===== src/rtl/etd_pkg.sv =====
`default_nettype none
// ----------------------------------------------------------------------------
// etd_pkg: shared types and constants of the telemetry deframer
// Packet geometry, status codes, register indexes, scaling constants and
// the bytewise CRC-8 step used by the deframer.
// ----------------------------------------------------------------------------
package etd_pkg;

  localparam int PACKET_BYTES = 10;
  localparam int DATA_BYTES   = PACKET_BYTES - 1;
  localparam int COUNT_W      = $clog2(PACKET_BYTES);
  localparam int IDX_W        = $clog2(DATA_BYTES);

  // Result status codes
  localparam logic [1:0] STATUS_SENT    = 2'd0;
  localparam logic [1:0] STATUS_CRC_ERR = 2'd1;
  localparam logic [1:0] STATUS_LIMITED = 2'd2;

  // Input action codes
  localparam logic ACTION_BYTE = 1'b0;
  localparam logic ACTION_TICK = 1'b1;

  // Configuration register indexes
  localparam int CFG_IDX_W = 1;
  localparam logic [CFG_IDX_W-1:0] CFG_RESET_GAP     = 1'd0;
  localparam logic [CFG_IDX_W-1:0] CFG_SEND_INTERVAL = 1'd1;
  localparam int CFG_DATA_W = 16;

  localparam logic [15:0] RESET_GAP_DEFAULT     = 16'd5;
  localparam logic [15:0] SEND_INTERVAL_DEFAULT = 16'd100;
  localparam logic [15:0] MS_SAT                = 16'hFFFF;

  localparam logic [7:0] CRC_POLY = 8'h07;

  // x / 10 for any 16-bit x equals (x * 52429) >> 19
  localparam logic [15:0] DIV10_MUL   = 16'd52429;
  localparam int          DIV10_SHIFT = 19;
  localparam logic [6:0]  RPM_SCALE   = 7'd100;
  localparam logic [3:0]  TEMP_SCALE  = 4'd10;

  localparam int TENTHS_W = 13;
  localparam int CAP_W    = 16;
  localparam int RPM_W    = 23;
  localparam int TEMP_W   = 12;

  typedef logic [7:0] byte_t;

  // One CRC-8 step over a whole byte, MSB first, no reflection
  function automatic byte_t crc8_step(byte_t crc, byte_t data);
    byte_t c;
    c = crc ^ data;
    for (int k = 0; k < 8; k++) begin
      if (c[7]) begin
        c = {c[6:0], 1'b0} ^ CRC_POLY;
      end else begin
        c = {c[6:0], 1'b0};
      end
    end
    return c;
  endfunction

endpackage
`default_nettype wire


===== src/rtl/etd_if.sv =====
`default_nettype none
// ----------------------------------------------------------------------------
// etd_if: valid/ready channels of the telemetry deframer
// Input channel carries bytes and millisecond ticks, output channel carries
// one decoded telemetry word per completed packet.
// ----------------------------------------------------------------------------
interface etd_in_if;
  logic       valid;
  logic       ready;
  logic       action;
  logic [7:0] byte_value;

  modport source (output valid, output action, output byte_value, input ready);
  modport sink   (input valid, input action, input byte_value, output ready);
endinterface

interface etd_out_if;
  logic        valid;
  logic        ready;
  logic [1:0]  status;
  logic [12:0] voltage_tenths;
  logic [12:0] current_tenths;
  logic [15:0] capacity_used;
  logic [22:0] rpm_value;
  logic [11:0] temperature_tenths;

  modport source (output valid, output status, output voltage_tenths,
                  output current_tenths, output capacity_used, output rpm_value,
                  output temperature_tenths, input ready);
  modport sink   (input valid, input status, input voltage_tenths,
                  input current_tenths, input capacity_used, input rpm_value,
                  input temperature_tenths, output ready);
endinterface
`default_nettype wire


===== src/rtl/esc_telemetry_deframer.sv =====
`default_nettype none
// ----------------------------------------------------------------------------
// esc_telemetry_deframer: motor controller telemetry packet deframer
// Assembles 10-byte telemetry packets from a serial byte stream, checks the
// CRC-8 and silence gaps, rate-limits sends and scales the packet fields.
// ----------------------------------------------------------------------------
// Usage:
//   in_ch  : one word per cycle while ready; action 0 = serial byte, 1 = ms tick.
//   out_ch : one word per completed packet (status plus scaled fields).
//   cfg_*  : write reset_gap_ms (index 0) and send_interval_ms (index 1)
//            while the block is idle.
// Throughput is one input word per cycle while in_ch.ready is high; bytes and
// ticks never wait on each other. The final (CRC) byte passes through the
// packet-capture register and then the output register, which is loaded from
// the scaling stage whose constant multipliers (divide by ten, times one
// hundred, times ten) set the critical path.
// Reset (synchronous, rst_n low) clears the byte counter, CRC, both timers
// and the seen flags, and loads the register defaults 5 and 100. Packet byte
// storage is not cleared.
// When the receiver stalls, the output word holds and one more finished
// packet can wait in the capture register; in_ch.ready drops only while that
// register is full and cannot advance.
// ----------------------------------------------------------------------------
module esc_telemetry_deframer
  import etd_pkg::*;
(
  input  wire                   clk,
  input  wire                   rst_n,
  etd_in_if.sink                in_ch,
  etd_out_if.source             out_ch,
  input  wire                   cfg_we,
  input  wire [CFG_IDX_W-1:0]   cfg_index,
  input  wire [CFG_DATA_W-1:0]  cfg_wdata
);

  // Configuration
  logic [15:0] reset_gap_r;
  logic [15:0] send_interval_r;

  // Assembly state
  byte_t              packet_bytes_r [DATA_BYTES];
  logic [COUNT_W-1:0] byte_count_r;
  byte_t              running_crc_r;
  logic [15:0]        ms_since_byte_r;
  logic               byte_seen_r;
  logic [15:0]        ms_since_send_r;
  logic               send_seen_r;

  // Capture stage: raw fields of a finished packet
  logic        s1_valid_r;
  logic [1:0]  s1_status_r;
  logic [15:0] s1_volt_r;
  logic [15:0] s1_curr_r;
  logic [15:0] s1_cap_r;
  logic [15:0] s1_rpm_r;
  byte_t       s1_temp_r;

  // Output register
  logic                out_valid_r;
  logic [1:0]          out_status_r;
  logic [TENTHS_W-1:0] out_volt_r;
  logic [TENTHS_W-1:0] out_curr_r;
  logic [CAP_W-1:0]    out_cap_r;
  logic [RPM_W-1:0]    out_rpm_r;
  logic [TEMP_W-1:0]   out_temp_r;

  logic               out_free;
  logic               s1_advance;
  logic               in_accept;
  logic               is_byte;
  logic               is_tick;
  logic               gap_restart;
  logic [COUNT_W-1:0] count_eff;
  byte_t              crc_eff;
  logic               is_final;
  logic               crc_ok;
  logic               rate_limited;

  // Advance the capture stage whenever the output register is empty or taken
  assign out_free   = !out_valid_r || out_ch.ready;
  assign s1_advance = s1_valid_r && out_free;
  assign in_ch.ready = !s1_valid_r || out_free;
  assign in_accept  = in_ch.valid && in_ch.ready;
  assign is_byte    = in_accept && (in_ch.action == ACTION_BYTE);
  assign is_tick    = in_accept && (in_ch.action == ACTION_TICK);

  // A long enough silence before a byte restarts the packet
  assign gap_restart  = byte_seen_r && (ms_since_byte_r >= reset_gap_r);
  assign count_eff    = gap_restart ? '0 : byte_count_r;
  assign crc_eff      = gap_restart ? '0 : running_crc_r;
  assign is_final     = (count_eff == COUNT_W'(DATA_BYTES));
  assign crc_ok       = (in_ch.byte_value == crc_eff);
  assign rate_limited = send_seen_r && (ms_since_send_r < send_interval_r);

  // Configuration writes; indexes beyond the list fall through
  always_ff @(posedge clk) begin
    if (!rst_n) begin
      reset_gap_r     <= RESET_GAP_DEFAULT;
      send_interval_r <= SEND_INTERVAL_DEFAULT;
    end else if (cfg_we) begin
      case (cfg_index)
        CFG_RESET_GAP:     reset_gap_r     <= cfg_wdata;
        CFG_SEND_INTERVAL: send_interval_r <= cfg_wdata;
        default: ;
      endcase
    end
  end

  // Packet byte storage: written in order, read at fixed places, no reset
  always_ff @(posedge clk) begin
    if (is_byte && !is_final) begin
      packet_bytes_r[count_eff[IDX_W-1:0]] <= in_ch.byte_value;
    end
  end

  // Counters, CRC, timers
  always_ff @(posedge clk) begin
    if (!rst_n) begin
      byte_count_r    <= '0;
      running_crc_r   <= '0;
      ms_since_byte_r <= '0;
      byte_seen_r     <= 1'b0;
      ms_since_send_r <= '0;
      send_seen_r     <= 1'b0;
    end else if (is_tick) begin
      // Saturate both timers at full scale
      if (ms_since_byte_r != MS_SAT) ms_since_byte_r <= ms_since_byte_r + 16'd1;
      if (ms_since_send_r != MS_SAT) ms_since_send_r <= ms_since_send_r + 16'd1;
    end else if (is_byte) begin
      byte_seen_r     <= 1'b1;
      ms_since_byte_r <= '0;
      if (is_final) begin
        byte_count_r  <= '0;
        running_crc_r <= '0;
        // Only a sent packet restarts the send timer
        if (crc_ok && !rate_limited) begin
          send_seen_r     <= 1'b1;
          ms_since_send_r <= '0;
        end
      end else begin
        byte_count_r  <= count_eff + COUNT_W'(1);
        running_crc_r <= crc8_step(crc_eff, in_ch.byte_value);
      end
    end
  end

  // Capture stage control
  always_ff @(posedge clk) begin
    if (!rst_n) begin
      s1_valid_r <= 1'b0;
    end else if (is_byte && is_final) begin
      s1_valid_r <= 1'b1;
    end else if (s1_advance) begin
      s1_valid_r <= 1'b0;
    end
  end

  // Capture stage payload: zero the fields of a CRC failure
  always_ff @(posedge clk) begin
    if (is_byte && is_final) begin
      if (!crc_ok) begin
        s1_status_r <= STATUS_CRC_ERR;
        s1_volt_r   <= '0;
        s1_curr_r   <= '0;
        s1_cap_r    <= '0;
        s1_rpm_r    <= '0;
        s1_temp_r   <= '0;
      end else begin
        s1_status_r <= rate_limited ? STATUS_LIMITED : STATUS_SENT;
        s1_volt_r   <= {packet_bytes_r[1], packet_bytes_r[2]};
        s1_curr_r   <= {packet_bytes_r[3], packet_bytes_r[4]};
        s1_cap_r    <= {packet_bytes_r[5], packet_bytes_r[6]};
        s1_rpm_r    <= {packet_bytes_r[7], packet_bytes_r[8]};
        s1_temp_r   <= packet_bytes_r[0];
      end
    end
  end

  // Scaling: constant multipliers only
  logic [31:0]        volt_prod;
  logic [31:0]        curr_prod;
  logic [RPM_W-1:0]   rpm_prod;
  logic [TEMP_W-1:0]  temp_prod;

  assign volt_prod = 32'(s1_volt_r) * 32'(DIV10_MUL);
  assign curr_prod = 32'(s1_curr_r) * 32'(DIV10_MUL);
  assign rpm_prod  = RPM_W'(s1_rpm_r) * RPM_W'(RPM_SCALE);
  assign temp_prod = TEMP_W'(s1_temp_r) * TEMP_W'(TEMP_SCALE);

  // Output register: hold while the receiver stalls
  always_ff @(posedge clk) begin
    if (!rst_n) begin
      out_valid_r <= 1'b0;
    end else if (out_free) begin
      out_valid_r <= s1_valid_r;
    end
  end

  always_ff @(posedge clk) begin
    if (s1_advance) begin
      out_status_r <= s1_status_r;
      out_volt_r   <= volt_prod[DIV10_SHIFT +: TENTHS_W];
      out_curr_r   <= curr_prod[DIV10_SHIFT +: TENTHS_W];
      out_cap_r    <= s1_cap_r;
      out_rpm_r    <= rpm_prod;
      out_temp_r   <= temp_prod;
    end
  end

  assign out_ch.valid              = out_valid_r;
  assign out_ch.status             = out_status_r;
  assign out_ch.voltage_tenths     = out_volt_r;
  assign out_ch.current_tenths     = out_curr_r;
  assign out_ch.capacity_used      = out_cap_r;
  assign out_ch.rpm_value          = out_rpm_r;
  assign out_ch.temperature_tenths = out_temp_r;

  // Assertions
  a_count_range: assert property (@(posedge clk) disable iff (!rst_n)
    byte_count_r <= COUNT_W'(DATA_BYTES))
    else $error("byte counter beyond data bytes");

  a_final_captured: assert property (@(posedge clk) disable iff (!rst_n)
    (is_byte && is_final) |=> s1_valid_r)
    else $error("final byte did not load capture stage");

  a_crc_err_zero: assert property (@(posedge clk) disable iff (!rst_n)
    (out_valid_r && out_status_r == STATUS_CRC_ERR) |->
      (out_volt_r == '0 && out_curr_r == '0 && out_cap_r == '0 &&
       out_rpm_r == '0 && out_temp_r == '0))
    else $error("CRC error word carries nonzero fields");

  a_sent_restarts_timer: assert property (@(posedge clk) disable iff (!rst_n)
    (is_byte && is_final && crc_ok && !rate_limited) |=>
      (ms_since_send_r == '0 && send_seen_r))
    else $error("sent packet did not restart send timer");

endmodule
`default_nettype wire

===== src/flat_wrapper.sv =====
// flat-port wrapper written by rule: the top's interface ports become plain ports
module esc_telemetry_deframer_flat import etd_pkg::*;
  (clk, rst_n, cfg_we, cfg_index, cfg_wdata, in_ch_valid, in_ch_action, in_ch_byte_value, in_ch_ready, out_ch_valid, out_ch_status, out_ch_voltage_tenths, out_ch_current_tenths, out_ch_capacity_used, out_ch_rpm_value, out_ch_temperature_tenths, out_ch_ready);
  etd_in_if in_ch_i ();
  etd_out_if out_ch_i ();
  input  wire clk;
  input  wire rst_n;
  input  wire cfg_we;
  input  wire [CFG_IDX_W-1:0] cfg_index;
  input  wire [CFG_DATA_W-1:0] cfg_wdata;
  input wire logic [$bits(in_ch_i.valid)-1:0] in_ch_valid;
  input wire logic [$bits(in_ch_i.action)-1:0] in_ch_action;
  input wire logic [$bits(in_ch_i.byte_value)-1:0] in_ch_byte_value;
  output wire logic [$bits(in_ch_i.ready)-1:0] in_ch_ready;
  output wire logic [$bits(out_ch_i.valid)-1:0] out_ch_valid;
  output wire logic [$bits(out_ch_i.status)-1:0] out_ch_status;
  output wire logic [$bits(out_ch_i.voltage_tenths)-1:0] out_ch_voltage_tenths;
  output wire logic [$bits(out_ch_i.current_tenths)-1:0] out_ch_current_tenths;
  output wire logic [$bits(out_ch_i.capacity_used)-1:0] out_ch_capacity_used;
  output wire logic [$bits(out_ch_i.rpm_value)-1:0] out_ch_rpm_value;
  output wire logic [$bits(out_ch_i.temperature_tenths)-1:0] out_ch_temperature_tenths;
  input wire logic [$bits(out_ch_i.ready)-1:0] out_ch_ready;
  assign in_ch_i.valid = in_ch_valid;
  assign in_ch_i.action = in_ch_action;
  assign in_ch_i.byte_value = in_ch_byte_value;
  assign in_ch_ready = in_ch_i.ready;
  assign out_ch_valid = out_ch_i.valid;
  assign out_ch_status = out_ch_i.status;
  assign out_ch_voltage_tenths = out_ch_i.voltage_tenths;
  assign out_ch_current_tenths = out_ch_i.current_tenths;
  assign out_ch_capacity_used = out_ch_i.capacity_used;
  assign out_ch_rpm_value = out_ch_i.rpm_value;
  assign out_ch_temperature_tenths = out_ch_i.temperature_tenths;
  assign out_ch_i.ready = out_ch_ready;
  esc_telemetry_deframer u_core (.clk(clk), .rst_n(rst_n), .in_ch(in_ch_i), .out_ch(out_ch_i), .cfg_we(cfg_we), .cfg_index(cfg_index), .cfg_wdata(cfg_wdata));
endmodule

===== config.mk =====
export PLATFORM = sky130hd
export DESIGN_NAME = esc_telemetry_deframer_flat
export DESIGN_NICKNAME = d
export VERILOG_FILES = /design/src/rtl/etd_pkg.sv /design/src/rtl/etd_if.sv /design/src/rtl/esc_telemetry_deframer.sv /design/src/flat_wrapper.sv
export SDC_FILE = /design/constraint.sdc
export NUM_CORES = 1
export LEC_CHECK = 0
export ABC_AREA = 1
export BUFFER_PORTS_ARGS = -buffer_cell sky130_fd_sc_hd__buf_2
export CORE_UTILIZATION = 61
export DETAILED_ROUTE_END_ITERATION = 6
export PLACE_DENSITY = 0.79
export SKIP_LAST_GASP = 1
export SYNTH_ARGS = -nofsm -noshare
export SYNTH_HDL_FRONTEND = slang
export SYNTH_SLANG_ARGS = --single-unit

===== constraint.sdc =====
create_clock -name clk -period 7.9 [get_ports clk]
set_clock_uncertainty 0.1 [all_clocks]
set_input_delay 0.79 -clock clk [delete_from_list [all_inputs] [get_ports clk]]
set_output_delay 0.79 -clock clk [all_outputs]
set_load 0.1 [all_outputs]

Word-level counts from Yosys, hierarchy flattened:

Memories as Yosys holds them, arrays and structs flattened. A register that Yosys moved wholly into a read port is not among the register bits.
Cells that the tools add are included.

* register bits after elaboration: 158
* bits in writable memories: 72
* input bits: 31
* output and inout port bits: 81
* logic and storage cells: 132
* memories: 1

Memory list
* u_core.packet_bytes_r: words 9, bits a word 8, rd ports 9, clocked after memory_dff 9, wr ports 1, line esc_telemetry_deframer.sv:41 `byte_t packet_bytes_r [DATA_BYTES];`

* add/sub/neg operators: 3
* multiply operators: 4
* $lt $le $gt $ge: 2
* equality and inequality tests: 6
* mux-type cells: 53
* bitwise gates (word level): 12
* reductions and logical operators: 34

Operators by type and width (count)
* 2-to-1 mux 8 bit: 30
* 2-to-1 mux 16 bit: 8
* multiplier 16 x 16 -> 32 bit, second input constant: 2
* adder 16 x 1 -> 16 bit, second input constant: 2
* inequality test 16 bit, second input constant: 2
* 2-to-1 mux 3 bit: 8
* inverter 3 bit: 8
* multiplier 16 x 5 -> 21 bit, second input constant: 1
* greater-or-equal comparator 16 bit: 1
* less-than comparator 16 bit: 1
* zero test 1 bit: 13
* multiplier 8 x 3 -> 11 bit, second input constant: 1
* logical AND 1 bit: 9
* == test 8 bit: 1
* 2-to-1 mux 4 bit: 2
* AND reduction 2 bit: 4
* AND reduction 4 bit: 2
* nonzero test 2 bit: 4
* XOR 8 bit: 1
* adder 4 x 1 -> 4 bit, second input constant: 1
* == test 4 bit, second input constant: 1
* 2-to-1 mux 1 bit: 4
* inequality test 2 bit, second input constant: 2
* inverter 1 bit: 3
* 2 further kinds: 3

Longest topological paths before layout:

Gate-level depths: netlist of run 1.

* depth in word-level cells: 49
* gate-level depth with buffers: 26
* mapped depth without buffers: 24

Worst setup path after synthesis of run 1:

OpenSTA, ideal clock, no wires.

* path kind: register to register
* from: register u_core.out_valid_r, in the netlist u_core.out_ch.valid
* to: register u_core.send_seen_r
* library setup time: 0.065 ns
* arrival time: 5.444 ns
* required time: 7.735 ns
* slack: 2.291 ns
* stages on the path, launching flop included: 10
* path through: dfxtp_1 > nand3_2 > nand2_2 > nor2_2 > inv_2 > nor2_1 > inv_1 > nor2_1 > nor2_1 > nor2_1

* longest elaborated chain between the ends: 7

Ends and longest elaborated chain
* start: declaration: line esc_telemetry_deframer.sv:59 `logic out_valid_r;`
* start signal: assignment: line esc_telemetry_deframer.sv:195 `out_valid_r <= s1_valid_r;`
* zero test 1 bit *: line esc_telemetry_deframer.sv:80 `assign out_free = !out_valid_r || out_ch.ready;`
* logical OR 1 bit *: line esc_telemetry_deframer.sv:80
* logical OR 1 bit *: line esc_telemetry_deframer.sv:82 `assign in_ch.ready = !s1_valid_r || out_free;`
* net in_ch_ready: line flat_wrapper.sv:14 `output wire logic [$bits(in_ch_i.ready)-1:0] in_ch_ready;`
* logical AND 1 bit *: line esc_telemetry_deframer.sv:83 `assign in_accept = in_ch.valid && in_ch.ready;`
* logical AND 1 bit: line esc_telemetry_deframer.sv:85 `assign is_tick = in_accept && (in_ch.action == ACTION_TICK);`
* inverter 1 bit (no source line)
* AND reduction 4 bit (no source line) *
* end signal: assignment: line esc_telemetry_deframer.sv:124 `send_seen_r <= 1'b0;`
* end signal: assignment: line esc_telemetry_deframer.sv:137 `send_seen_r <= 1'b1;`
* end: declaration: line esc_telemetry_deframer.sv:47 `logic send_seen_r;`

Mark *: on every way through the listed nets, which the timed path passes. The rest lies on a longest branch.
A chain may end at the register's enable or synchronous reset.

Worst setup path after layout of run 1:

* from: register u_core.s1_curr_r[5] (read register of u_core.packet_bytes_r)
* to: register u_core.out_curr_r[10], in the netlist u_core.out_ch.current_tenths[10] (data pin)

* longest elaborated chain between the ends: 1

Ends and longest elaborated chain
* start: declaration: line esc_telemetry_deframer.sv:53 `logic [15:0] s1_curr_r;`
* multiplier 16 x 16 -> 32 bit: line esc_telemetry_deframer.sv:186 `assign curr_prod = 32'(s1_curr_r) * 32'(DIV10_MUL);`
* net u_core.curr_prod[29]: line esc_telemetry_deframer.sv:181 `logic [31:0] curr_prod;`
* end signal: assignment: line esc_telemetry_deframer.sv:203 `out_curr_r <= curr_prod[DIV10_SHIFT +: TENTHS_W];`
* end: declaration: line esc_telemetry_deframer.sv:62 `logic [TENTHS_W-1:0] out_curr_r;`

The timed path passes the listed nets, and every way through them passes these cells.

==> flow_summary.toml, run 1 <==
[synth]
synth-edff-count = 222
synth_cells = 2365
ys_seq_area_share_pct = 35.6
async_flop_share_pct = 0
yosysTopAreaCell = "edfxtp_1"
yosysUniqueCellTypes = 51
avgSynthCellArea_sq_um = 9.83
ys_top_cells_by_area = "edfxtp_1, ha_1, fa_1"
ys_seq_elements = 302
synth_top_area_share_pct = 28.7
ys.flop_type = "edfxtp_1"
synth_area_sq_mm = 0.0232
yosys_warnings = 0

[cts]
htreeDepth = 2
clk_latency_ns = 0.54
cts_resized = 0
cts_inserted_buffers = 34
clockBufferDepth = 3
holdBufCountCts = 0
cts_tree = "built"
clkTransAtPathRegs_ns = 0.06
cts.sink_count = 302
root_buffer = "clkbuf_16"
post-cts-setup-buffer-count = 0

[timing]
hold_viol_final = 0
drv_slew = 0
tightest_slew_ns = 1.15
fin_crit_sh_pct = 76.9
rsz0062_at_grt = "false"
setup_violations = 0
fin_ws_ns = 1.82
finalSetupTns_ns = 0
fmax_ghz = 0.165
maxSlewHeadroom_pct = 22.9
min_period_ns = 6.08
timing.hold.ws_ns = 0.326

[global_route]
grt_use_total_pct = 26.0
grt_start_max_net_pins = 77
overflow = 0
grt_pass1_vias = 16500
antenna_found_initial = 2
grt_pass1_wl_mm = 79.8

[cells_and_area]
layout.nets = 3053
final_area_sq_mm = 0.0255
drive_gt1_share_pct = 8.44
fin_cells = 3026
area_growth_pct = 9.63
final_util_pct = 67.8

[route]
drc = 0
dr_total_vias = 16000
wl_per_cell_um = 16.2
via_per_inst = 5.30
wl_mm = 49.0
ant_nets = 0
drtPass1Iterations = 5
drt_iter0_drc = 1000

[power]
p_leak_nw = 12.7
total_power_mw = 3.51
powerDensity_mw_per_mm2 = 138
vdd.ir_drop.worst_uv = 159

[placement]
port_buffers = 108
placed_area_sq_mm = 0.0243
dpl.cell_count = 2964
place_congestion = 0.960
pre_cts_slack_ns = 1.86
dp_hpwl_mm = 38.9

[setup_path]
end_kind = "flop"
worstSetupPathType = "flop to flop"
worst_ep_required_time_ns = 8.07
worstPathMaxFanout = 6
setup.worst_path.start_class = "flop"
crit_arrival_ns = 6.25

[floorplanning]
ioPinCount = 112
die-area_sq_mm = 0.0389
coreArea_sq_mm = 0.0376
die_h_um = 197
num_rows = 71
die_w_um = 197
initial_core_util_pct = 61.9

[worst_hold_path]
hp-class = "flop to flop"

[run]
cap_violations = 0

[status]
outcome = "complete, no violations"
## cells in the final DEF, fill, tap and decap left out, drive strengths merged, types with 5 or more instances in the layout
cell type / instances
a21oi: 153
dfxtp: 80
ha: 362
nor4: 9
clkbuf: 43
xnor2: 21
inv: 585
fa: 171
clkinv: 9
nand2: 262
bufinv: 5
edfxtp: 222
o21ai: 95
nand4: 18
nor3: 19
xor2: 50
o21bai: 8
a21o: 9
buf: 113
nor2: 172
o21a: 6
nand3: 66
a31oi: 5
## metal layers
metal | vias up | global-route usage, % | routed length [um] | part of all wire (%)
met5 | - | 0 | 0 | 0
met4 | 0 | 9.22 | 1570 | 3.2
met3 | 117 | 3.74 | 2020 | 4.1
met2 | 388 | 44.9 | 23800 | 49
met1 | 7688 | 33.4 | 21600 | 44
li1 | 7850 | - | - | -
## path summary, 6_finish.rpt
check                 startpoint                               end  slack, ns  cells after the start
max          u_core.s1_curr_r[5]  u_core.out_ch.current_tenths[10]       1.82                     20
min           u_core.s1_cap_r[6]    u_core.out_ch.capacity_used[6]       0.33                      0
max reg2reg  u_core.s1_curr_r[5]  u_core.out_ch.current_tenths[10]       1.82                     20
min reg2reg   u_core.s1_cap_r[6]    u_core.out_ch.capacity_used[6]       0.33                      0
## cell families after synthesis
| group | share of synthesized area (%) |
|---|---|
| AOI/OAI and AO/OA | 6.93 |
| xor gates and xnor gates | 2.77 |
| adders and majority gates | 34.2 |
| buffers and inverters | 10.1 |
| DFF | 35.6 |
| other | 0.0161 |
| and+or+nand+nor | 10.4 |
## worst max-delay path, stage by stage, from the launching register on
cell and delay (ns):
edfxtp_1 0.51, ha_1 0.41, xor2_1 0.17, ha_1 0.30, fa_1 0.53, inv_1 0.06
fa_1 0.54, inv_1 0.06, fa_1 0.52, inv_1 0.05, fa_1 0.53, inv_1 0.05
ha_1 0.36, nand2_1 0.12, nor4_1 0.39, o21ai_0 0.15, nand3_1 0.16, a21oi_1 0.11
o21ai_0 0.38, a21oi_1 0.15, xor2_1 0.17
## report_power, final
part / internal, mW / leakage [nW] / switching (mW)
registers: 1.71 / 2.76 / 0.0111
logic: 0.0505 / 9.37 / 0.112
clock network: 0.986 / 0.567 / 0.645
## synthesized netlist by cell type (9+ instances only)
master / instances
nand3_1: 59
ha_1: 362
a21o_1: 9
nand2_1: 252
o21ai_0: 89
nor3_1: 18
edfxtp_1: 222
xor2_1: 48
nand4_1: 18
nor2_1: 160
fa_1: 171
xnor2_1: 20
clkbuf_1: 13
inv_1: 574
a21oi_1: 153
dfxtp_1: 80
## layout make-up
class,count,area [sq um]
Multi-Input combinational cell,1456,12700
Antenna cell,2,5.00
Fill cell,2852,12100
Clock inverter,17,253
Clock buffer,43,905
Inverter,582,2180
Tap cell,511,639
Timing Repair Buffer,113,578
Sequential cell,302,8270
## flip-flops by register name, summed over array words and instances, names as in the netlist, 8 cells and up
name	cells
u_core.out_ch.current_tenths	13
u_core.s1_curr_r	16
u_core.ms_since_byte_r	16
u_core.out_ch.rpm_value	21
u_core.s1_cap_r	16
u_core.reset_gap_r	16
u_core.out_ch.voltage_tenths	13
u_core.ms_since_send_r	16
u_core.packet_bytes_r	72
u_core.s1_temp_r	8
u_core.s1_rpm_r	16
u_core.s1_volt_r	16
u_core.out_ch.temperature_tenths	11
u_core.out_ch.capacity_used	16
u_core.running_crc_r	8
u_core.send_interval_r	16
(Power assumes the default switching activity.)
==> inputs of run 2 (changes only) <==
==> constraint.sdc (replaced) <==
create_clock -name clk -period 6.1 [get_ports clk]
set_clock_uncertainty 0.1 [all_clocks]
set_input_delay 0.61 -clock clk [delete_from_list [all_inputs] [get_ports clk]]
set_output_delay 0.61 -clock clk [all_outputs]
set_load 0.1 [all_outputs]
==> flow_summary.toml, run 2 (synthesis gave the netlist of run 1 again) <==
[worst_hold_path]
min_to = "u_core.reset_gap_r[0]"
min_from = "cfg_wdata[0]"
hp-class = "input pin to flop"
hold_path_depth = 3

[setup_path]
critPathMaxStageDelay_ns = 0.57
reg2reg_slack_ns = 0.32
reg2reg_depth = 19
crit_arrival_ns = 5.97
worstSetupPathType = "flop to flop"
crit_chain = "ha_1, inv_1, fa_1, inv_1, fa_1, fa_1, fa_1, inv_1, fa_1, inv_1, ha_1, nand2_1, nor4_2, o21ai_0, nand3_1, a21oi_1, o21ai_1, a21oi_1, xor2_1"
r2r_end = "u_core.out_ch.current_tenths[12]"
worst_ep_required_time_ns = 6.30
r2r-start = "u_core.s1_curr_r[7]"
worstPathMaxFanout = 5
end_kind = "flop"
critPathSlowestCell = "fa_1"
crit_top_cell = "fa_1"
setup.worst_path.start_class = "flop"

[cells_and_area]
drive_gt1_share_pct = 8.65
final_common_cell = "inv_1"
largest_reg_flops = 72
diodes = 0
mostFrequentLayoutCells = "inv_1, ha_1, nand2_1, edfxtp_1, fa_1"
fill_cells = 2875
area_growth_pct = 9.66
layout.nets = 3058

[timing]
hold_viol_final = 0
drv_slew = 0
fin_crit_sh_pct = 94.7
finalSetupTns_ns = 0
setup_violations = 0
maxSlewHeadroom_pct = 20.2
min_period_ns = 5.78
tightest_slew_ns = 1.19
fmax_ghz = 0.173
rsz0062_at_grt = "false"

[route]
via_per_inst = 5.29
wl_mm = 50.1
dr_total_vias = 16000
drtPass1Iterations = 5
wl_per_cell_um = 16.5
drt_iter0_drc = 864
ant_nets = 0
drc = 0

[global_route]
grt_pass1_vias = 16500
grt_use_total_pct = 26.7
antenna_found_initial = 0
overflow = 0
grt_pass1_wl_mm = 81.8
grt_start_max_net_pins = 49

[power]
powerDensity_mw_per_mm2 = 177
p_leak_nw = 12.7
p_int_mw = 3.50
total_power_mw = 4.51
swShare_pct = 22.2
p_clk_share_pct = 45.9
p_seq_share_pct = 49.5
p_sw_mw = 1.00
vdd.ir_drop.worst_uv = 299
comb_power_share_pct = 4.7

[status]
outcome = "complete, no violations"

[cts]
clockBufferDepth = 3
cts_resized = 0
root_buffer = "clkbuf_16"
post-cts-setup-buffer-count = 0
htreeDepth = 2
cts_inserted_buffers = 35
holdBufCountCts = 0
clkTransAtPathRegs_ns = 0.06
cts.sink_count = 302
cts_tree = "built"
clk_latency_ns = 0.54

[floorplanning]
num_rows = 71
die_w_um = 197
die_h_um = 197
die-area_sq_mm = 0.0389
coreArea_sq_mm = 0.0376
ioPinCount = 112
initial_core_util_pct = 61.9

[run]
cap_violations = 0

[placement]
dp_hpwl_mm = 39.7
port_buffers = 108
place_congestion = 0.919
run 2: cell count changes in the layout (fill, tap and decap cells not counted), sizes merged:
cell / before / now
buf: 113 / 117
inv: 585 / 583
bufinv: 5 / 2
clkinv: 9 / 10
diode: 2 / 0
clkinvlp: 0 / 2
clkbuf: 43 / 48
run 2: through the flow:
stage | util (%) | cell area (sq um) | hold WS (ns) | setup WS [ns] | cells
2_1_floorplan | - | 23300 | 0.300 | 0.491 | 2367
3_3_place_gp | 64.8 | 24400 | 0.301 | 0.275 | 2968
3_5_place_dp | 64.8 | 24400 | 0.305 | 0.137 | 2968
4_1_cts | 67.8 | 25500 | 0.194 | 0.134 | 3031
5_1_grt | 67.8 | 25500 | 0.218 | 0.0567 | 3031
6_report | 67.8 | 25500 | 0.219 | 0.324 | 3031
run 2: how the worst max path moves through the flow:
stage | slack [ns] | cells after the start | endpoint | start
2_1_floorplan | 0.49 | 9 | u_core.send_seen_r | u_core.out_ch.valid
3_3_place_gp | 0.27 | 20 | u_core.out_ch.current_tenths[12] | u_core.s1_curr_r[4]
3_5_place_dp | 0.14 | 19 | u_core.out_ch.current_tenths[12] | u_core.s1_curr_r[7]
4_1_cts | 0.13 | 19 | u_core.out_ch.current_tenths[12] | u_core.s1_curr_r[7]
5_1_grt | 0.06 | 19 | u_core.out_ch.current_tenths[10] | u_core.s1_curr_r[7]
6_report | 0.32 | 19 | u_core.out_ch.current_tenths[12] | u_core.s1_curr_r[7]
run 2: critical path: cells and delay by family (launching register included):
kind	cells	cell delay [ns]
AOI/OAI and AO/OA	4	0.67
xor gates and xnor gates	1	0.15
adders and majority gates	7	3.33
buffers and inverters	4	0.23
DFF	1	0.50
and+or+nand+nor	3	0.56
run 2: cell type report:
| type | instances | area [sq um] | area share, % |
|---|---|---|---|
| clock buffers | 48 | 988 | 3.88 |
| clock inverters | 15 | 143 | 0.560 |
| inverters | 582 | 2180 | 8.57 |
| multi-input cells | 1456 | 12700 | 49.7 |
| flip-flops and latches | 302 | 8270 | 32.4 |
| well taps | 511 | 639 | 2.51 |
| repair buffers | 117 | 608 | 2.39 |
run 2: power by group through the flow:
stage	clock network (mW)	registers (mW)	logic, mW
finish	2.07	2.23	0.210
global route	2.18	2.23	0.236
CTS	2.10	2.23	0.208
detailed placement	0	2.27	0.206
global placement	0	2.27	0.197
floorplan	0	2.27	0.151
run 2: layer usage:
metal	share of wire (%)	global-route usage, %	wire (um)	vias up
li1	-	-	-	7875
met1	44	34.3	22000	7671
met2	49	47.1	24800	386
met3	4.2	3.86	2130	88
met4	2.4	7.12	1190	0
met5	0	0	0	-
==> inputs of run 3 (changes only) <==
--- a/config.mk
+++ b/config.mk
@@ -6,10 +6,10 @@
 export NUM_CORES = 1
 export LEC_CHECK = 0
 export ABC_AREA = 1
-export BUFFER_PORTS_ARGS = -buffer_cell sky130_fd_sc_hd__buf_2
 export CORE_UTILIZATION = 61
 export DETAILED_ROUTE_END_ITERATION = 6
-export PLACE_DENSITY = 0.79
+export DONT_BUFFER_PORTS = 1
+export PLACE_DENSITY = 0.77
 export SKIP_LAST_GASP = 1
 export SYNTH_ARGS = -nofsm -noshare
 export SYNTH_HDL_FRONTEND = slang
==> flow_summary.toml, run 3 (synthesis gave the netlist of run 1 again) <==
[status]
outcome = "complete, no violations"

[floorplanning]
coreArea_sq_mm = 0.0376
die_h_um = 197
die-area_sq_mm = 0.0389
ioPinCount = 112
num_rows = 71
initial_core_util_pct = 61.9
die_w_um = 197

[route]
wl_per_cell_um = 16.9
wl_mm = 49.4
drtPass1Iterations = 5
dr_total_vias = 15600
drt_iter0_drc = 787
ant_nets = 0
drc = 0
via_per_inst = 5.32

[cells_and_area]
area_growth_pct = 7.57
final_util_pct = 66.5
mostFrequentLayoutCells = "inv_1, ha_1, nand2_1, edfxtp_1, fa_1"
diodes = 0
drive_gt1_share_pct = 4.88
final_common_cell = "inv_1"
largest_reg_flops = 72
layout.nets = 2954
fill_cells = 2918

[timing]
maxSlewHeadroom_pct = 21.5
tightest_slew_ns = 1.18
fmax_ghz = 0.175
hold_viol_final = 0
drv_slew = 0
fin_ws_ns = 0.381
rsz0062_at_grt = "true"
setup_violations = 0
fin_crit_sh_pct = 93.8
min_period_ns = 5.72

[setup_path]
crit_path_start = "u_core.s1_curr_r[3]"
worst_ep_required_time_ns = 6.27
reg2reg_depth = 19
setup.worst_path.start_class = "flop"
crit_family = "adder cells"
crit_chain = "ha_1, inv_1, fa_1, inv_1, fa_1, fa_1, fa_1, inv_1, fa_1, inv_1, ha_1, nand2_1, nor4_4, o21ai_0, nand3_1, a21oi_1, o21ai_2, a21oi_1, xor2_1"
path_depth = 19
critPathSlowestCell = "fa_1"
worstSetupPathType = "flop to flop"
crit_arrival_ns = 5.89
worstPathMaxFanout = 5
critPathMaxStageDelay_ns = 0.55
cp.buffers_inverters = 4
crit_top_cell = "fa_1"
r2r-start = "u_core.s1_curr_r[3]"
end_kind = "flop"

[cts]
root_buffer = "clkbuf_16"
holdBufCountCts = 0
clkTransAtPathRegs_ns = 0.06
cts_tree = "built"
clk_latency_ns = 0.55
htreeDepth = 2
cts_inserted_buffers = 34
clockBufferDepth = 3
cts.sink_count = 302

[placement]
port_buffers = 0
pre_cts_slack_ns = 0.147
dp_hpwl_mm = 39.6
place_congestion = 0.966

[power]
powerDensity_mw_per_mm2 = 178
p_leak_nw = 12.3
vdd.ir_drop.worst_uv = 239

[global_route]
grt_pass1_wl_mm = 80.1
overflow = 0
grt_use_total_pct = 26.3
antenna_found_initial = 0
grt_start_max_net_pins = 77
grt_pass1_vias = 16200

[worst_hold_path]
min_from = "rst_n"
hold_path_depth = 1
hp-class = "input pin to flop"

[run]
cap_violations = 0
run 3: cell types whose count changed in the layout (fill, tap and decap cells not counted), moves of 2 or more:
cell       delta
buf_2       -108
buf_4         +5
clkbuf_16     -2
nor4_1        -2
run 3: metrics by stage:
step	hold WS [ns]	power, mW	std cells	setup TNS [ns]	area [sq um]
after global placement	0.305	2.44	2861	0	23800
final	0.0499	4.44	2927	0	25000
after floorplan	0.300	2.42	2367	0	23300
after detailed placement	0.305	2.45	2861	0	23800
after CTS	0.0322	4.47	2923	0	25000
after global routing	0.0355	4.58	2927	-0.0423	25000
run 3: layout make-up:
cell class / count / area (sq um) / share of cell area, %
repair buffers: 14 / 105 / 0.420
inverters: 582 / 2180 / 8.74
well taps: 511 / 639 / 2.56
multi-input cells: 1456 / 12700 / 50.7
clock buffers: 44 / 930 / 3.72
clock inverters: 18 / 195 / 0.781
flip-flops and latches: 302 / 8270 / 33.1
run 3: final timing paths:
kind	to	slack (ns)
max	u_core.out_ch.current_tenths[10]	0.38
min	u_core.reset_gap_r[0]	0.05
max reg2reg	u_core.out_ch.current_tenths[10]	0.38
min reg2reg	u_core.out_ch.capacity_used[8]	0.32
run 3: repair_timing:
item,in CTS,in global routing
endpoints found under the setup margin,0,4
endpoints found under the hold margin,0,0
gates resized for setup,0,5
setup buffers,0,4
run 3: worst reg2reg max path: cells and delay by family (launching register included):
family          cells  cell delay [ns]
compound gates      4             0.58
xor+xnor            1             0.15
fa+ha+maj           7             3.34
buf+inv             4             0.24
flops               1             0.48
simple gates        3             0.57
run 3: per-layer routing:
layer / track usage (%) / wire, um / up-vias
li1: - / - / 7663
met1: 32.1 / 21100 / 7461
met2: 47.1 / 24600 / 362
met3: 4.95 / 2600 / 87
met4: 7.44 / 1120 / 0
met5: 0 / 0 / -
run 3: where the power goes:
group,total [mW],leakage [nW],switching (mW),internal [mW]
registers,2.23,2.76,0.0144,2.21
logic,0.178,9.00,0.119,0.0590
clock network,2.04,0.542,0.856,1.18
